==> src/tlpt_pkg.sv <==
`default_nettype none
package tlpt_pkg;

  localparam int DIR_SIZE   = 1024;
  localparam int TABLE_SIZE = 1024;
  localparam int DIR_IDX_W  = 10;
  localparam int TBL_IDX_W  = 10;
  localparam int OFFSET_W   = 12;
  localparam int FLAGS_W    = 12;
  localparam int ADDR_W     = 32;

  localparam int DIR_IDX_LSB = OFFSET_W + TBL_IDX_W;
  localparam int TBL_IDX_LSB = OFFSET_W;

  // directory entry bit positions
  localparam int DE_PRESENT = 0;
  localparam int DE_WRITE   = 1;
  localparam int DE_USER    = 2;
  localparam int DE_TSHIFT  = 3;

  // page flag bit positions
  localparam int FL_WRITE = 1;
  localparam int FL_USER  = 2;

  localparam logic [ADDR_W-1:0] FRAME_MASK = 32'hFFFF_F000;

  typedef enum logic [1:0] {
    KIND_MAP   = 2'd0,
    KIND_UNMAP = 2'd1,
    KIND_XLATE = 2'd2,
    KIND_RSVD  = 2'd3
  } kind_t;

  typedef enum logic [1:0] {
    ST_OK    = 2'd0,
    ST_NOMEM = 2'd1,
    ST_MISS  = 2'd2
  } status_t;

  typedef enum logic [1:0] {
    S_CLEAR = 2'd0,
    S_IDLE  = 2'd1,
    S_DIR   = 2'd2,
    S_TBL   = 2'd3
  } state_t;

endpackage
`default_nettype wire

==> src/tlpt_ifs.sv <==
`default_nettype none
interface tlpt_req_if;
  logic        valid;
  logic        ready;
  logic [1:0]  kind;
  logic [31:0] virt_addr;
  logic [31:0] frame_addr;
  logic [11:0] page_flags;

  modport source (output valid, kind, virt_addr, frame_addr, page_flags, input ready);
  modport sink   (input valid, kind, virt_addr, frame_addr, page_flags, output ready);
endinterface

interface tlpt_rsp_if;
  logic        valid;
  logic        ready;
  logic [1:0]  status;
  logic [31:0] phys_result;
  logic [11:0] entry_flags;

  modport source (output valid, status, phys_result, entry_flags, input ready);
  modport sink   (input valid, status, phys_result, entry_flags, output ready);
endinterface
`default_nettype wire

==> src/tlpt_ctrl.sv <==
`default_nettype none
module tlpt_ctrl #(
  parameter int TABLE_POOL_COUNT = 64,
  parameter int TW  = (TABLE_POOL_COUNT > 1) ? $clog2(TABLE_POOL_COUNT) : 1,
  parameter int DW  = tlpt_pkg::DE_TSHIFT + TW,
  parameter int PAW = $clog2(TABLE_POOL_COUNT * tlpt_pkg::TABLE_SIZE)
) (
  input  wire logic                           clk,
  input  wire logic                           rst_n,
  tlpt_req_if.sink                            req,
  tlpt_rsp_if.source                          rsp,
  output logic                                dir_we,
  output logic [tlpt_pkg::DIR_IDX_W-1:0]      dir_waddr,
  output logic [DW-1:0]                       dir_wdata,
  output logic                                dir_re,
  output logic [tlpt_pkg::DIR_IDX_W-1:0]      dir_raddr,
  input  wire logic [DW-1:0]                  dir_rdata,
  output logic                                pool_we,
  output logic [PAW-1:0]                      pool_waddr,
  output logic [tlpt_pkg::ADDR_W-1:0]         pool_wdata,
  output logic                                pool_re,
  output logic [PAW-1:0]                      pool_raddr,
  input  wire logic [tlpt_pkg::ADDR_W-1:0]    pool_rdata
);

  localparam int UW = $clog2(TABLE_POOL_COUNT + 1);
  localparam int POOL_DEPTH = TABLE_POOL_COUNT * tlpt_pkg::TABLE_SIZE;

  tlpt_pkg::state_t state_r, state_nxt;

  logic [PAW-1:0]                      clr_cnt_r, clr_cnt_nxt;
  logic [UW-1:0]                       used_r, used_nxt;
  tlpt_pkg::kind_t                     kind_r;
  logic [tlpt_pkg::ADDR_W-1:0]         va_r;
  logic [tlpt_pkg::ADDR_W-1:0]         pa_r;
  logic [tlpt_pkg::FLAGS_W-1:0]        fl_r;
  logic                                out_valid_r, out_valid_nxt;
  tlpt_pkg::status_t                   out_status_r, out_status_nxt;
  logic [tlpt_pkg::ADDR_W-1:0]         out_phys_r, out_phys_nxt;
  logic [tlpt_pkg::FLAGS_W-1:0]        out_flags_r, out_flags_nxt;

  logic                                accept;
  logic                                out_free;
  logic                                clr_last;
  logic                                de_present;
  logic                                alloc;
  logic                                map_ok;
  logic [TW-1:0]                       tnum;
  logic [DW-1:0]                       de_base;
  logic [DW-1:0]                       de_new;
  logic [tlpt_pkg::DIR_IDX_W-1:0]      didx_r;
  logic [tlpt_pkg::TBL_IDX_W-1:0]      tidx_r;
  logic [PAW-1:0]                      slot;

  assign accept   = req.valid && req.ready;
  assign out_free = !out_valid_r || rsp.ready;
  assign clr_last = (clr_cnt_r == PAW'(POOL_DEPTH - 1));

  assign didx_r = va_r[tlpt_pkg::DIR_IDX_LSB +: tlpt_pkg::DIR_IDX_W];
  assign tidx_r = va_r[tlpt_pkg::TBL_IDX_LSB +: tlpt_pkg::TBL_IDX_W];

  assign de_present = dir_rdata[tlpt_pkg::DE_PRESENT];
  assign alloc      = !de_present && (used_r < UW'(TABLE_POOL_COUNT));
  assign map_ok     = de_present || alloc;
  assign tnum       = alloc ? used_r[TW-1:0] : dir_rdata[DW-1:tlpt_pkg::DE_TSHIFT];
  assign slot       = PAW'({tnum, tidx_r});

  always_comb begin
    de_base = dir_rdata;
    if (alloc) begin
      de_base = '0;
      de_base[DW-1:tlpt_pkg::DE_TSHIFT] = used_r[TW-1:0];
      de_base[tlpt_pkg::DE_PRESENT] = 1'b1;
      de_base[tlpt_pkg::DE_WRITE] = 1'b1;
    end
    de_new = de_base;
    if (fl_r[tlpt_pkg::FL_USER]) begin
      de_new[tlpt_pkg::DE_USER] = 1'b1;
    end
    if (fl_r[tlpt_pkg::FL_WRITE]) begin
      de_new[tlpt_pkg::DE_WRITE] = 1'b1;
    end
  end

  assign req.ready   = (state_r == tlpt_pkg::S_IDLE);
  assign rsp.valid   = out_valid_r;
  assign rsp.status  = out_status_r;
  assign rsp.phys_result = out_phys_r;
  assign rsp.entry_flags = out_flags_r;

  // next state
  always_comb begin
    state_nxt = state_r;
    unique case (state_r)
      tlpt_pkg::S_CLEAR: begin
        if (clr_last) begin
          state_nxt = tlpt_pkg::S_IDLE;
        end
      end
      tlpt_pkg::S_IDLE: begin
        if (accept) begin
          state_nxt = tlpt_pkg::S_DIR;
        end
      end
      tlpt_pkg::S_DIR: begin
        if (kind_r == tlpt_pkg::KIND_XLATE && de_present) begin
          state_nxt = tlpt_pkg::S_TBL;
        end else if (out_free) begin
          state_nxt = tlpt_pkg::S_IDLE;
        end
      end
      tlpt_pkg::S_TBL: begin
        if (out_free) begin
          state_nxt = tlpt_pkg::S_IDLE;
        end
      end
      default: state_nxt = tlpt_pkg::S_CLEAR;
    endcase
  end

  // outputs and memory controls
  always_comb begin
    clr_cnt_nxt    = clr_cnt_r;
    used_nxt       = used_r;
    out_valid_nxt  = out_valid_r && !rsp.ready;
    out_status_nxt = out_status_r;
    out_phys_nxt   = out_phys_r;
    out_flags_nxt  = out_flags_r;
    dir_we         = 1'b0;
    dir_waddr      = didx_r;
    dir_wdata      = de_new;
    dir_re         = 1'b0;
    dir_raddr      = req.virt_addr[tlpt_pkg::DIR_IDX_LSB +: tlpt_pkg::DIR_IDX_W];
    pool_we        = 1'b0;
    pool_waddr     = slot;
    pool_wdata     = '0;
    pool_re        = 1'b0;
    pool_raddr     = slot;
    unique case (state_r)
      tlpt_pkg::S_CLEAR: begin
        clr_cnt_nxt = clr_cnt_r + PAW'(1);
        pool_we     = 1'b1;
        pool_waddr  = clr_cnt_r;
        pool_wdata  = '0;
        dir_we      = ((clr_cnt_r >> tlpt_pkg::DIR_IDX_W) == '0);
        dir_waddr   = clr_cnt_r[tlpt_pkg::DIR_IDX_W-1:0];
        dir_wdata   = '0;
      end
      tlpt_pkg::S_IDLE: begin
        dir_re = accept;
      end
      tlpt_pkg::S_DIR: begin
        if (kind_r == tlpt_pkg::KIND_XLATE && de_present) begin
          pool_re = 1'b1;
        end else if (out_free) begin
          out_valid_nxt  = 1'b1;
          out_status_nxt = tlpt_pkg::ST_MISS;
          out_phys_nxt   = '0;
          out_flags_nxt  = '0;
          case (kind_r)
            tlpt_pkg::KIND_MAP: begin
              if (map_ok) begin
                dir_we         = 1'b1;
                pool_we        = 1'b1;
                pool_wdata     = (pa_r & tlpt_pkg::FRAME_MASK)
                               | {{(tlpt_pkg::ADDR_W - tlpt_pkg::FLAGS_W){1'b0}}, fl_r}
                               | tlpt_pkg::ADDR_W'(1);
                out_status_nxt = tlpt_pkg::ST_OK;
                if (alloc) begin
                  used_nxt = used_r + UW'(1);
                end
              end else begin
                out_status_nxt = tlpt_pkg::ST_NOMEM;
              end
            end
            tlpt_pkg::KIND_UNMAP: begin
              if (de_present) begin
                pool_we        = 1'b1;
                pool_wdata     = '0;
                out_status_nxt = tlpt_pkg::ST_OK;
              end
            end
            default: begin
              out_status_nxt = tlpt_pkg::ST_MISS;
            end
          endcase
        end
      end
      tlpt_pkg::S_TBL: begin
        if (out_free) begin
          out_valid_nxt = 1'b1;
          if (pool_rdata[0]) begin
            out_status_nxt = tlpt_pkg::ST_OK;
            out_phys_nxt   = {pool_rdata[tlpt_pkg::ADDR_W-1:tlpt_pkg::OFFSET_W],
                              va_r[tlpt_pkg::OFFSET_W-1:0]};
            out_flags_nxt  = pool_rdata[tlpt_pkg::FLAGS_W-1:0];
          end else begin
            out_status_nxt = tlpt_pkg::ST_MISS;
            out_phys_nxt   = '0;
            out_flags_nxt  = '0;
          end
        end
      end
      default: begin
        clr_cnt_nxt = clr_cnt_r;
      end
    endcase
  end

  always_ff @(posedge clk) begin
    if (!rst_n) begin
      state_r     <= tlpt_pkg::S_CLEAR;
      clr_cnt_r   <= '0;
      used_r      <= '0;
      out_valid_r <= 1'b0;
    end else begin
      state_r     <= state_nxt;
      clr_cnt_r   <= clr_cnt_nxt;
      used_r      <= used_nxt;
      out_valid_r <= out_valid_nxt;
    end
  end

  always_ff @(posedge clk) begin
    if (accept) begin
      kind_r <= tlpt_pkg::kind_t'(req.kind);
      va_r   <= req.virt_addr;
      pa_r   <= req.frame_addr;
      fl_r   <= req.page_flags;
    end
    out_status_r <= out_status_nxt;
    out_phys_r   <= out_phys_nxt;
    out_flags_r  <= out_flags_nxt;
  end

endmodule
`default_nettype wire

==> src/flat_wrapper.sv <==
// flat-port wrapper written by rule: the top's interface ports become plain ports
module tlpt_ctrl_flat 
#(
  parameter int TABLE_POOL_COUNT = 64,
  parameter int TW  = (TABLE_POOL_COUNT > 1) ? $clog2(TABLE_POOL_COUNT) : 1,
  parameter int DW  = tlpt_pkg::DE_TSHIFT + TW,
  parameter int PAW = $clog2(TABLE_POOL_COUNT * tlpt_pkg::TABLE_SIZE)
)
  (clk, rst_n, dir_we, dir_waddr, dir_wdata, dir_re, dir_raddr, dir_rdata, pool_we, pool_waddr, pool_wdata, pool_re, pool_raddr, pool_rdata, req_valid, req_kind, req_virt_addr, req_frame_addr, req_page_flags, req_ready, rsp_valid, rsp_status, rsp_phys_result, rsp_entry_flags, rsp_ready);
  tlpt_req_if req_i ();
  tlpt_rsp_if rsp_i ();
  input  wire logic clk;
  input  wire logic rst_n;
  output logic dir_we;
  output logic [tlpt_pkg::DIR_IDX_W-1:0] dir_waddr;
  output logic [DW-1:0] dir_wdata;
  output logic dir_re;
  output logic [tlpt_pkg::DIR_IDX_W-1:0] dir_raddr;
  input  wire logic [DW-1:0] dir_rdata;
  output logic pool_we;
  output logic [PAW-1:0] pool_waddr;
  output logic [tlpt_pkg::ADDR_W-1:0] pool_wdata;
  output logic pool_re;
  output logic [PAW-1:0] pool_raddr;
  input  wire logic [tlpt_pkg::ADDR_W-1:0] pool_rdata;
  input wire logic [$bits(req_i.valid)-1:0] req_valid;
  input wire logic [$bits(req_i.kind)-1:0] req_kind;
  input wire logic [$bits(req_i.virt_addr)-1:0] req_virt_addr;
  input wire logic [$bits(req_i.frame_addr)-1:0] req_frame_addr;
  input wire logic [$bits(req_i.page_flags)-1:0] req_page_flags;
  output wire logic [$bits(req_i.ready)-1:0] req_ready;
  output wire logic [$bits(rsp_i.valid)-1:0] rsp_valid;
  output wire logic [$bits(rsp_i.status)-1:0] rsp_status;
  output wire logic [$bits(rsp_i.phys_result)-1:0] rsp_phys_result;
  output wire logic [$bits(rsp_i.entry_flags)-1:0] rsp_entry_flags;
  input wire logic [$bits(rsp_i.ready)-1:0] rsp_ready;
  assign req_i.valid = req_valid;
  assign req_i.kind = req_kind;
  assign req_i.virt_addr = req_virt_addr;
  assign req_i.frame_addr = req_frame_addr;
  assign req_i.page_flags = req_page_flags;
  assign req_ready = req_i.ready;
  assign rsp_valid = rsp_i.valid;
  assign rsp_status = rsp_i.status;
  assign rsp_phys_result = rsp_i.phys_result;
  assign rsp_entry_flags = rsp_i.entry_flags;
  assign rsp_i.ready = rsp_ready;
  tlpt_ctrl #(.TABLE_POOL_COUNT(TABLE_POOL_COUNT), .TW(TW), .DW(DW), .PAW(PAW)) u_core (.clk(clk), .rst_n(rst_n), .req(req_i), .rsp(rsp_i), .dir_we(dir_we), .dir_waddr(dir_waddr), .dir_wdata(dir_wdata), .dir_re(dir_re), .dir_raddr(dir_raddr), .dir_rdata(dir_rdata), .pool_we(pool_we), .pool_waddr(pool_waddr), .pool_wdata(pool_wdata), .pool_re(pool_re), .pool_raddr(pool_raddr), .pool_rdata(pool_rdata));
endmodule
==> config.mk <==
export PLATFORM = sky130hd
export DESIGN_NAME = tlpt_ctrl_flat
export DESIGN_NICKNAME = d
export VERILOG_FILES = /design/src/tlpt_pkg.sv /design/src/tlpt_ifs.sv /design/src/tlpt_ctrl.sv /design/src/flat_wrapper.sv
export SDC_FILE = /design/constraint.sdc
export NUM_CORES = 1
export LEC_CHECK = 0
export BUFFER_PORTS_ARGS = -buffer_cell sky130_fd_sc_hd__buf_4
export CORE_MARGIN = 5
export CORE_UTILIZATION = 30
export CTS_BUF_LIST = sky130_fd_sc_hd__clkbuf_8
export CTS_CLUSTER_SIZE = 16
export DETAILED_ROUTE_END_ITERATION = 12
export GPL_ROUTABILITY_DRIVEN = 0
export HOLD_SLACK_MARGIN = 0.02
export SLEW_MARGIN = 10
export SYNTH_ARGS = -nofsm -noshare
export SYNTH_HDL_FRONTEND = slang
export SYNTH_SLANG_ARGS = --single-unit
==> constraint.sdc <==
create_clock -name clk -period 3.95 [get_ports clk]
set_clock_uncertainty 0.2 [all_clocks]
set_input_delay 0.5925 -clock clk [delete_from_list [all_inputs] [get_ports clk]]
set_output_delay 0.5925 -clock clk [all_outputs]
set_load 0.1 [all_outputs]
==> results of run 1 <==
==> state kept, by name, summed over array words and instances (netlist names) <==
name / cells
u_core.clr_cnt_r: 16
u_core.fl_r: 11
u_core.kind_r: 2
u_core.pa_r: 20
u_core.rsp.entry_flags: 12
u_core.rsp.phys_result: 32
u_core.rsp.status: 2
u_core.rsp.valid: 1
u_core.state_r: 2
u_core.used_r: 7
u_core.va_r: 32
==> cells by family (layout without fill, tap and decap cells) <==
family | after synthesis | in the layout | share of synthesized area
flip-flops | 137 | 137 | 0.678
buffers and inverters | 51 | 301 | 0.0469
XOR/XNOR | 11 | 11 | 0.0169
AO/OA/AOI/OAI | 34 | 34 | 0.0324
multiplexers | 9 | 9 | 0.0158
AND/OR/NAND/NOR | 221 | 221 | 0.206
adder cells (fa/ha/maj) | 2 | 2 | 0.00440
==> through the flow <==
| step | total power [mW] | utilization |
|---|---|---|
| after global routing | 3.08 | 0.434 |
| after CTS | 2.99 | 0.434 |
| after detailed placement | 1.83 | 0.413 |
| after global placement | 1.82 | 0.413 |
| final | 2.95 | 0.434 |
| after floorplan | 1.72 | - |
==> final timing paths <==
check	slack, ns	startpoint	depth (start not counted)	to
worst max-delay path	0.50	u_core.kind_r[0]	5	pool_wdata[28]
worst max register to register	1.47	u_core.state_r[0]	5	u_core.clr_cnt_r[12]
worst min register to register	0.29	u_core.used_r[3]	2	u_core.used_r[3]
worst min-delay path	0.13	req_virt_addr[18]	1	u_core.va_r[18]
==> area by class of cell <==
type,instances,area (um2)
Timing Repair Buffer,260,1950
Sequential cell,137,3850
Multi-Input combinational cell,277,1580
Inverter,11,45.0
Clock inverter,13,156
Tap cell,234,293
Clock buffer,17,234
Fill cell,1746,10600
==> power breakdown <==
part | internal [mW] | switching (mW)
registers | 1.55 | 0.00420
clock network | 0.614 | 0.543
logic | 0.0936 | 0.144
total | 2.26 | 0.690
==> critical path: cells and delay by family (launching register included) <==
kind          cells  cell delay, ns
simple gates      3            1.10
buf+inv           2            0.66
flops             1            0.47
==> cells in the final DEF (no fill, tap or decap), types with 2 or more instances in the layout <==
master,Yosys,layout
or4_1,3,3
xor2_1,5,5
mux2i_1,9,9
and2_1,75,75
a21oi_1,22,22
buf_4,20,260
nor2_1,32,31
nand2_1,64,64
clkinvlp_4,0,3
xnor2_1,6,6
or3_1,5,5
nand4_1,4,4
nor3_1,2,2
o21ai_0,7,7
clkinv_1,0,2
and3_1,3,2
nor2b_1,3,2
bufinv_16,0,3
clkinv_4,0,3
inv_1,11,11
nor4_1,2,2
ha_1,2,2
o31ai_1,3,3
nand2b_1,4,4
clkbuf_8,0,17
dfxtp_1,26,26
nand4bb_1,2,2
nand3_1,9,9
and4_1,2,2
edfxtp_1,111,111
or2_2,2,2
==> per-layer routing <==
layer / GRT usage / up-vias
li1: - / 2063
met1: 0.159 / 2001
met2: 0.226 / 174
met3: 0.0607 / 18
met4: 0.0466 / 0
met5: 0 / -
==> key figures, run 1 <==
Run
  – Max Cap Viol: 0

Synth
  – Synth Flop Type: edfxtp_1
  – Synthesis-stage register bit count: 137
  – Synth top area share: 0.586
  – Leading area contributor after synthesis: edfxtp_1
  – Ys Warns: 0
  – Sequential share of the synthesized area: 0.678
  – Synth Instances: 465
  – Yosys cell types: 38
  – Avg Inst Size Synth: 12.2 um2
  – Top post-synthesis cells by area: edfxtp_1, dfxtp_1, and2_1, nand2_1, buf_4
  – Cell area after synthesis: 0.00568 mm2
  – Synthesized Nets: 590
  – EDFF count, synth: 111
  – Async SR Flop Fraction: 0
  – Top post-synthesis cells by count: edfxtp_1, and2_1, nand2_1
  – Most numerous cell in the Yosys netlist: edfxtp_1

Die
  – Chip Width: 148 um
  – Initial Util: 0.304
  – Die ar.: 0.0218 mm2
  – Core Area: 0.0187 mm2
  – Die height: 148 um
  – I/O Pins: 268
  – Placement row count: 50

Place
  – Placed Instances: 919
  – Dpl hpwl: 11300 um
  – Port bufs: 254
  – Setup WS pre-CTS: 0.919 ns
  – Area after DPL: 0.00773 mm2

Setup path
  – Worst Path Arrival: 2.66 ns
  – Critical path peak fanout: 31
  – Most frequent cell on the critical path: buf_4
  – Worst Path Required: 3.16 ns
  – Startpoint Class: flip-flop
  – Setup Crit Path Kind: reg -> out
  – Max incr delay on CP: 0.47 ns
  – Crit. End Element: output port
  – Crit-path cells: or3b_1, nor4_4, buf_4, and2_1, buf_4
  – Critical path's slowest cell: edfxtp_1

Clock tree
  – Clk root buf: clkbuf_8
  – H-tree Lvls: 4
  – Clk buf depth: 2
  – Inserted Clock Buffers: 17
  – CTS tree: built
  – Clk slew on worst S/H paths: 0.08 ns
  – Clk Latency, worst-skew pair: 0.43 ns
  – CTS Sinks: 137
  – Post-CTS Setup Inserts: 0
  – Post-CTS sizing: 0
  – Hold-fix buffers, CTS: 0

Outcome
  – Outcome: finished, final reports clean

STA
  – Setup TNS: 0 ns
  – Tmin final: 3.45 ns
  – RSZ-0062 raised after global routing: no
  – Fin worst setup slack: 0.498 ns
  – Actual slew at the worst max-slew pin: 0.960 ns
  – Tcrit/Tclk final: 0.874
  – Max Freq: 290 MHz
  – Setup Viol. Count Final: 0
  – Slew Limit Fails: 0
  – Max-slew headroom: 0.359
  – Worst hold slack: 0.128 ns
  – Final hold violations: 0

Power and ir drop
  – PwrDens: 363 mW/mm2
  – Worst-case vdd ir drop: 0.232 mV
  – Static leakage: 3.34 nW

Global routing
  – Initial antenna violation count: 0
  – Vias in the first global route: 4398
  – First-pass GRT wire length: 23300 um
  – All-Layer GR Usage: 0.137
  – GR Overflow Total: 0
  – Pin count of the biggest net entering global routing: 66

Drt
  – DRT met1 WL: 6200 um
  – Metal3 WL: 1300 um
  – Metal2 WL: 7400 um
  – Via count: 4256
  – Iteration-0 DRC Markers: 167
  – Vias per cell: 4.48
  – ANT nets after route: 0
  – DR WL/cell: 15.9 um
  – Post-route DRC: 0
  – Highest metal used: met4
  – DRT Pass-1 Iters: 4
  – Routed WL: 15100 um

Worst hold path
  – Hold Crit Class: in -> reg

Final layout
  – Final Instance Area: 0.00812 mm2
  – Area Overhead vs Synth: 42.8%
  – Post-layout net count: 829
  – Layout Cells excl Fill: 949
  – Share of cells above drive strength 1: 0.415
  – Diode count: 0
(Power assumes the default switching activity.)
==> inputs of run 2 (changes only) <==
--- a/config.mk
+++ b/config.mk
@@ -5,6 +5,7 @@
 export SDC_FILE = /design/constraint.sdc
 export NUM_CORES = 1
 export LEC_CHECK = 0
+export ABC_AREA = 1
 export BUFFER_PORTS_ARGS = -buffer_cell sky130_fd_sc_hd__buf_4
 export CORE_MARGIN = 5
 export CORE_UTILIZATION = 30
==> key figures, run 2 <==
Outcome
  – Outcome: finished, final reports clean

STA
  – Fin worst setup slack: 0.974 ns
  – Final hold violations: 0
  – Tmin final: 2.98 ns
  – Max-slew headroom: 0.447
  – Max Freq: 336 MHz
  – Setup Viol. Count Final: 0
  – Slew Limit Fails: 0
  – Tcrit/Tclk final: 0.754
  – Setup TNS: 0 ns
  – Actual slew at the worst max-slew pin: 0.827 ns
  – RSZ-0062 raised after global routing: no

Global routing
  – Initial antenna violation count: 1
  – All-Layer GR Usage: 0.137
  – GR Overflow Total: 0
  – First-pass GRT wire length: 25200 um
  – Pin count of the biggest net entering global routing: 66
  – Vias in the first global route: 4576

Synth
  – Most numerous cell in the Yosys netlist: inv_1
  – Sequential share of the synthesized area: 0.635
  – EDFF count, synth: 111
  – Synthesis-stage register bit count: 137
  – Ys Warns: 0
  – Top post-synthesis cells by area: edfxtp_1, dfxtp_1, inv_1, nand2_1, nor2_1
  – Synth Flop Type: edfxtp_1
  – Top post-synthesis cells by count: inv_1, edfxtp_1, nand2_1
  – Synthesized Nets: 746
  – Yosys cell types: 35
  – Synth top area share: 0.549
  – Async SR Flop Fraction: 0
  – Leading area contributor after synthesis: edfxtp_1
  – Synth Instances: 621
  – Avg Inst Size Synth: 9.77 um2
  – Cell area after synthesis: 0.00607 mm2

Final layout
  – Diode count: 0
  – Most common cell after layout, fill and taps aside: buf_4
  – Fillers: 2001
  – Most frequent cells in the layout: buf_4, inv_1, edfxtp_1
  – Share of cells above drive strength 1: 0.364
  – Area Overhead vs Synth: 40.9%
  – Post-layout net count: 988
  – Final core occ: 0.425
  – Layout Cells excl Fill: 1146

Die
  – Core Area: 0.0201 mm2
  – Die ar.: 0.0232 mm2
  – Chip Width: 152 um
  – Placement row count: 52
  – I/O Pins: 268
  – Initial Util: 0.302
  – Die height: 152 um

Clock tree
  – Clk slew on worst S/H paths: 0.10 ns
  – Hold-fix buffers, CTS: 0
  – CTS Sinks: 137
  – Clk root buf: clkbuf_8
  – Inserted Clock Buffers: 17
  – Post-CTS sizing: 0
  – Clk Latency, worst-skew pair: 0.44 ns
  – Clk buf depth: 2
  – H-tree Lvls: 4
  – CTS tree: built
  – Post-CTS Setup Inserts: 0

Drt
  – DR WL/cell: 14.0 um
  – Routed WL: 16100 um
  – Iteration-0 DRC Markers: 264
  – Vias per cell: 4.13
  – Via count: 4728
  – ANT nets after route: 0
  – DRT Pass-1 Iters: 4
  – Post-route DRC: 0

Place
  – Placed Instances: 1114
  – Dpl hpwl: 11900 um
  – Port bufs: 254
  – Setup WS pre-CTS: 1.06 ns

Setup path
  – Critical path peak fanout: 32
  – Worst Path Required: 3.16 ns
  – Setup Crit Path Kind: reg -> out
  – Reg2Reg Setup Slack: 1.91 ns
  – Crit-path cells: nor2_1, nand3_4, nor2_4, inv_2, nor2_1, buf_4
  – Startpoint Class: flip-flop
  – Worst Path Arrival: 2.18 ns
  – Most frequent cell on the critical path: nor2_1
  – Crit. End Element: output port
  – Critical path's slowest cell: edfxtp_1
  – Max incr delay on CP: 0.46 ns

Power and ir drop
  – PwrDens: 701 mW/mm2
  – Static leakage: 4.10 nW
  – Worst-case vdd ir drop: 1.37 mV
  – Total power: 5.99 mW

Run
  – Max Cap Viol: 0

Worst hold path
  – Hold Crit Class: in -> reg
-- run 2: cell types whose count changed after synthesis, moves of 5 or more --
cell,delta
buf_2,+12
xnor2_1,-6
inv_1,+118
nor2_1,+76
and2_1,-75
or3_1,-5
nand2_1,+46
o21ai_0,+16
clkbuf_1,-19
mux2i_1,-9
-- run 2: worst max-delay path, delay by kind of cell, from the launching register on --
family / cells / cell delay [ns]
AND/OR/NAND/NOR: 4 / 0.69
buffers and inverters: 2 / 0.57
flip-flops: 1 / 0.46
-- run 2: final cells by class --
class	instances	area (um2)	area share
sequential	137	3850	0.451
timing repair buffer	257	1940	0.227
multi-input combinational	316	1500	0.176
inverter	134	503	0.0588
tap	270	338	0.0395
clock buffer	17	234	0.0274
clock inverter	15	176	0.0206
-- run 2: kinds of logic after synthesis --
family	count (synthesis)	share of synthesized area
simple gates	265	0.197
buf+inv	168	0.120
flops	137	0.635
compound gates	46	0.0394
xor+xnor	3	0.00433
fa+ha+maj	2	0.00412
-- run 2: final timing paths --
check / startpoint / endpoint / depth (start not counted)
min reg2reg: u_core.clr_cnt_r[7] / u_core.clr_cnt_r[7] / 2
max reg2reg: u_core.kind_r[1] / u_core.rsp.phys_result[5] / 4
max: u_core.kind_r[0] / pool_wdata[6] / 6
min: req_virt_addr[9] / u_core.va_r[9] / 1
-- run 2: layer usage --
metal	vias up	global-route usage	wire [um]
li1	2403	-	-
met1	2106	0.172	6880
met2	201	0.217	7440
met3	16	0.0582	1570
met4	2	0.0407	195
met5	-	0	12
-- run 2: power breakdown --
part / switching, mW / internal, mW
Sequential: 0.0701 / 1.77
Combinational: 2.46 / 0.512
Clock: 0.650 / 0.535
-- run 2: per-stage QoR --
stage | hold slack, ns | cell area (um2)
after detailed placement | 0.277 | 8140
after CTS | 0.0725 | 8550
after floorplan | 0.248 | 6070
final | 0.115 | 8550
after global placement | 0.264 | 8140
after global routing | 0.0641 | 8550
==> inputs of run 3 (changes only) <==
==> constraint.sdc (replaced) <==
create_clock -name clk -period 3.1 [get_ports clk]
set_clock_uncertainty 0.2 [all_clocks]
set_input_delay 0.465 -clock clk [delete_from_list [all_inputs] [get_ports clk]]
set_output_delay 0.465 -clock clk [all_outputs]
set_load 0.1 [all_outputs]
==> key figures, run 3 (synthesis gave the netlist of run 2 again) <==
Final layout
  – Most frequent cells in the layout: buf_4, inv_1, edfxtp_1
  – Fillers: 1887
  – Area Overhead vs Synth: 55.6%
  – Layout Cells excl Fill: 1216
  – Post-layout net count: 1058
  – Diode count: 0
  – FF+latch area: 0.00385 mm2
  – Multi-input combinational cell area: 0.00173 mm2
  – Share of cells above drive strength 1: 0.377
  – Final core occ: 0.470
  – Most common cell after layout, fill and taps aside: buf_4

Setup path
  – Startpoint Class: flip-flop
  – R2r startpoint: u_core.kind_r[1]
  – Max incr delay on CP: 0.45 ns
  – Crit. End Element: output port
  – Reg-to-reg critical path endpoint: u_core.rsp.phys_result[10]
  – Critical path's slowest cell: edfxtp_1
  – Most frequent cell on the critical path: nor2_4
  – Worst Path Required: 2.43 ns
  – Critical path origin: u_core.kind_r[0]
  – Register-to-Register Path Depth: 4
  – Reg2Reg Setup Slack: 1.04 ns
  – Crit-path cells: nor2_1, nand3_4, nor2_4, clkinv_2, buf_6, nor2_4, buf_4
  – Setup Crit Path Kind: reg -> out
  – Worst Path Arrival: 2.22 ns
  – Critical path peak fanout: 25

Die
  – Core Area: 0.0201 mm2
  – Die height: 152 um
  – Die ar.: 0.0232 mm2
  – Initial Util: 0.302
  – Chip Width: 152 um
  – Placement row count: 52
  – I/O Pins: 268

Place
  – Setup WS pre-CTS: 0.426 ns
  – Placed Instances: 1119
  – Port bufs: 254
  – Dpl hpwl: 12500 um

Power and ir drop
  – PwrDens: 818 mW/mm2
  – Worst-case vdd ir drop: 0.903 mV
  – Static leakage: 4.39 nW

Outcome
  – Outcome: finished, final reports clean

STA
  – Actual slew at the worst max-slew pin: 0.626 ns
  – Slew Limit Fails: 0
  – Setup TNS: 0 ns
  – Tmin final: 2.89 ns
  – RSZ-0062 raised after global routing: no
  – Setup Viol. Count Final: 0
  – Fin worst setup slack: 0.211 ns
  – Max Freq: 346 MHz
  – Worst hold slack: 0.111 ns
  – Tcrit/Tclk final: 0.932
  – Max-slew headroom: 0.581
  – Final hold violations: 0

Drt
  – Vias per cell: 4.14
  – Routed WL: 17200 um
  – Iteration-0 DRC Markers: 259
  – Metal3 WL: 1460 um
  – DR WL/cell: 14.1 um
  – Post-route DRC: 0
  – ANT nets after route: 0
  – DRT Pass-1 Iters: 4
  – Highest metal used: met4
  – Via count: 5029
  – DRT met1 WL: 7070 um
  – Metal2 WL: 8400 um

Clock tree
  – Clk buf depth: 2
  – Post-CTS Setup Inserts: 0
  – Clk Latency, worst-skew pair: 0.44 ns
  – Inserted Clock Buffers: 17
  – CTS tree: built
  – CTS Sinks: 137
  – Clk slew on worst S/H paths: 0.08 ns
  – Clk root buf: clkbuf_8
  – H-tree Lvls: 4

Worst hold path
  – HP Start: req_valid
  – Hold Path Depth: 4
  – Worst hold endpoint: u_core.state_r[0]
  – Hold Crit Class: in -> reg

Global routing
  – GR Overflow Total: 0
  – First-pass GRT wire length: 27000 um
  – Initial antenna violation count: 0
  – All-Layer GR Usage: 0.146
  – Pin count of the biggest net entering global routing: 47
  – Vias in the first global route: 5125

Run
  – Max Cap Viol: 0
-- run 3: changes by cell type in the layout (fill, tap and decap cells not counted), moves of 2 or more --
cell,change
clkinv_8,-2
clkinv_2,+2
dlygate4sd3_1,+65
buf_4,+5
nor2_1,-31
nor2_4,+30
-- run 3: what timing repair did --
| item | 4_1_cts | 5_1_grt |
|---|---|---|
| resized for setup | 0 | 1 |
| endpoints found under the setup margin | 0 | 25 |
| hold buffers | 65 | 0 |
| hold endpoints to repair | 65 | 0 |
-- run 3: through the flow --
| step | power, mW | cell area [um2] |
|---|---|---|
| after global routing | 8.06 | 9440 |
| after floorplan | 5.44 | 6310 |
| final | 7.73 | 9440 |
| after detailed placement | 6.27 | 8400 |
| after CTS | 7.82 | 9440 |
| after global placement | 6.25 | 8400 |
-- run 3: cell type report --
type                    count  area share
clock buffers              17      0.0248
clock inverters            15      0.0166
inverters                 134      0.0534
multi-input cells         316       0.184
flip-flops and latches    137       0.408
well taps                 270      0.0358
repair buffers            327       0.278
-- run 3: critical path, delay by kind of cell, from the launching register on --
family	cells	cell delay, ns
AND/OR/NAND/NOR	4	0.68
buffers and inverters	3	0.62
flip-flops	1	0.45
-- run 3: routing by layer --
layer	track usage	vias to the layer above
met5	0	-
met4	0.0428	0
met3	0.0656	17
met2	0.245	197
met1	0.170	2271
li1	-	2544
-- run 3: power by group --
| part | switching (mW) | total, mW | internal [mW] | leakage (nW) |
|---|---|---|---|---|
| registers | 0.0927 | 2.35 | 2.25 | 1.23 |
| logic | 3.19 | 3.91 | 0.721 | 2.96 |
| clock network | 0.797 | 1.47 | 0.668 | 0.196 |
| total | 4.08 | 7.73 | 3.64 | 4.39 |
-- run 3: how the worst max path moves through the flow --
stage / endpoint / slack, ns / depth (start not counted)
after floorplan: pool_waddr[11] / -0.48 / 4
final: pool_wdata[13] / 0.21 / 7
after global routing: pool_wdata[26] / 0.03 / 7
after global placement: pool_wdata[31] / 0.45 / 9
after detailed placement: pool_wdata[26] / 0.43 / 9
after CTS: pool_wdata[31] / 0.03 / 7
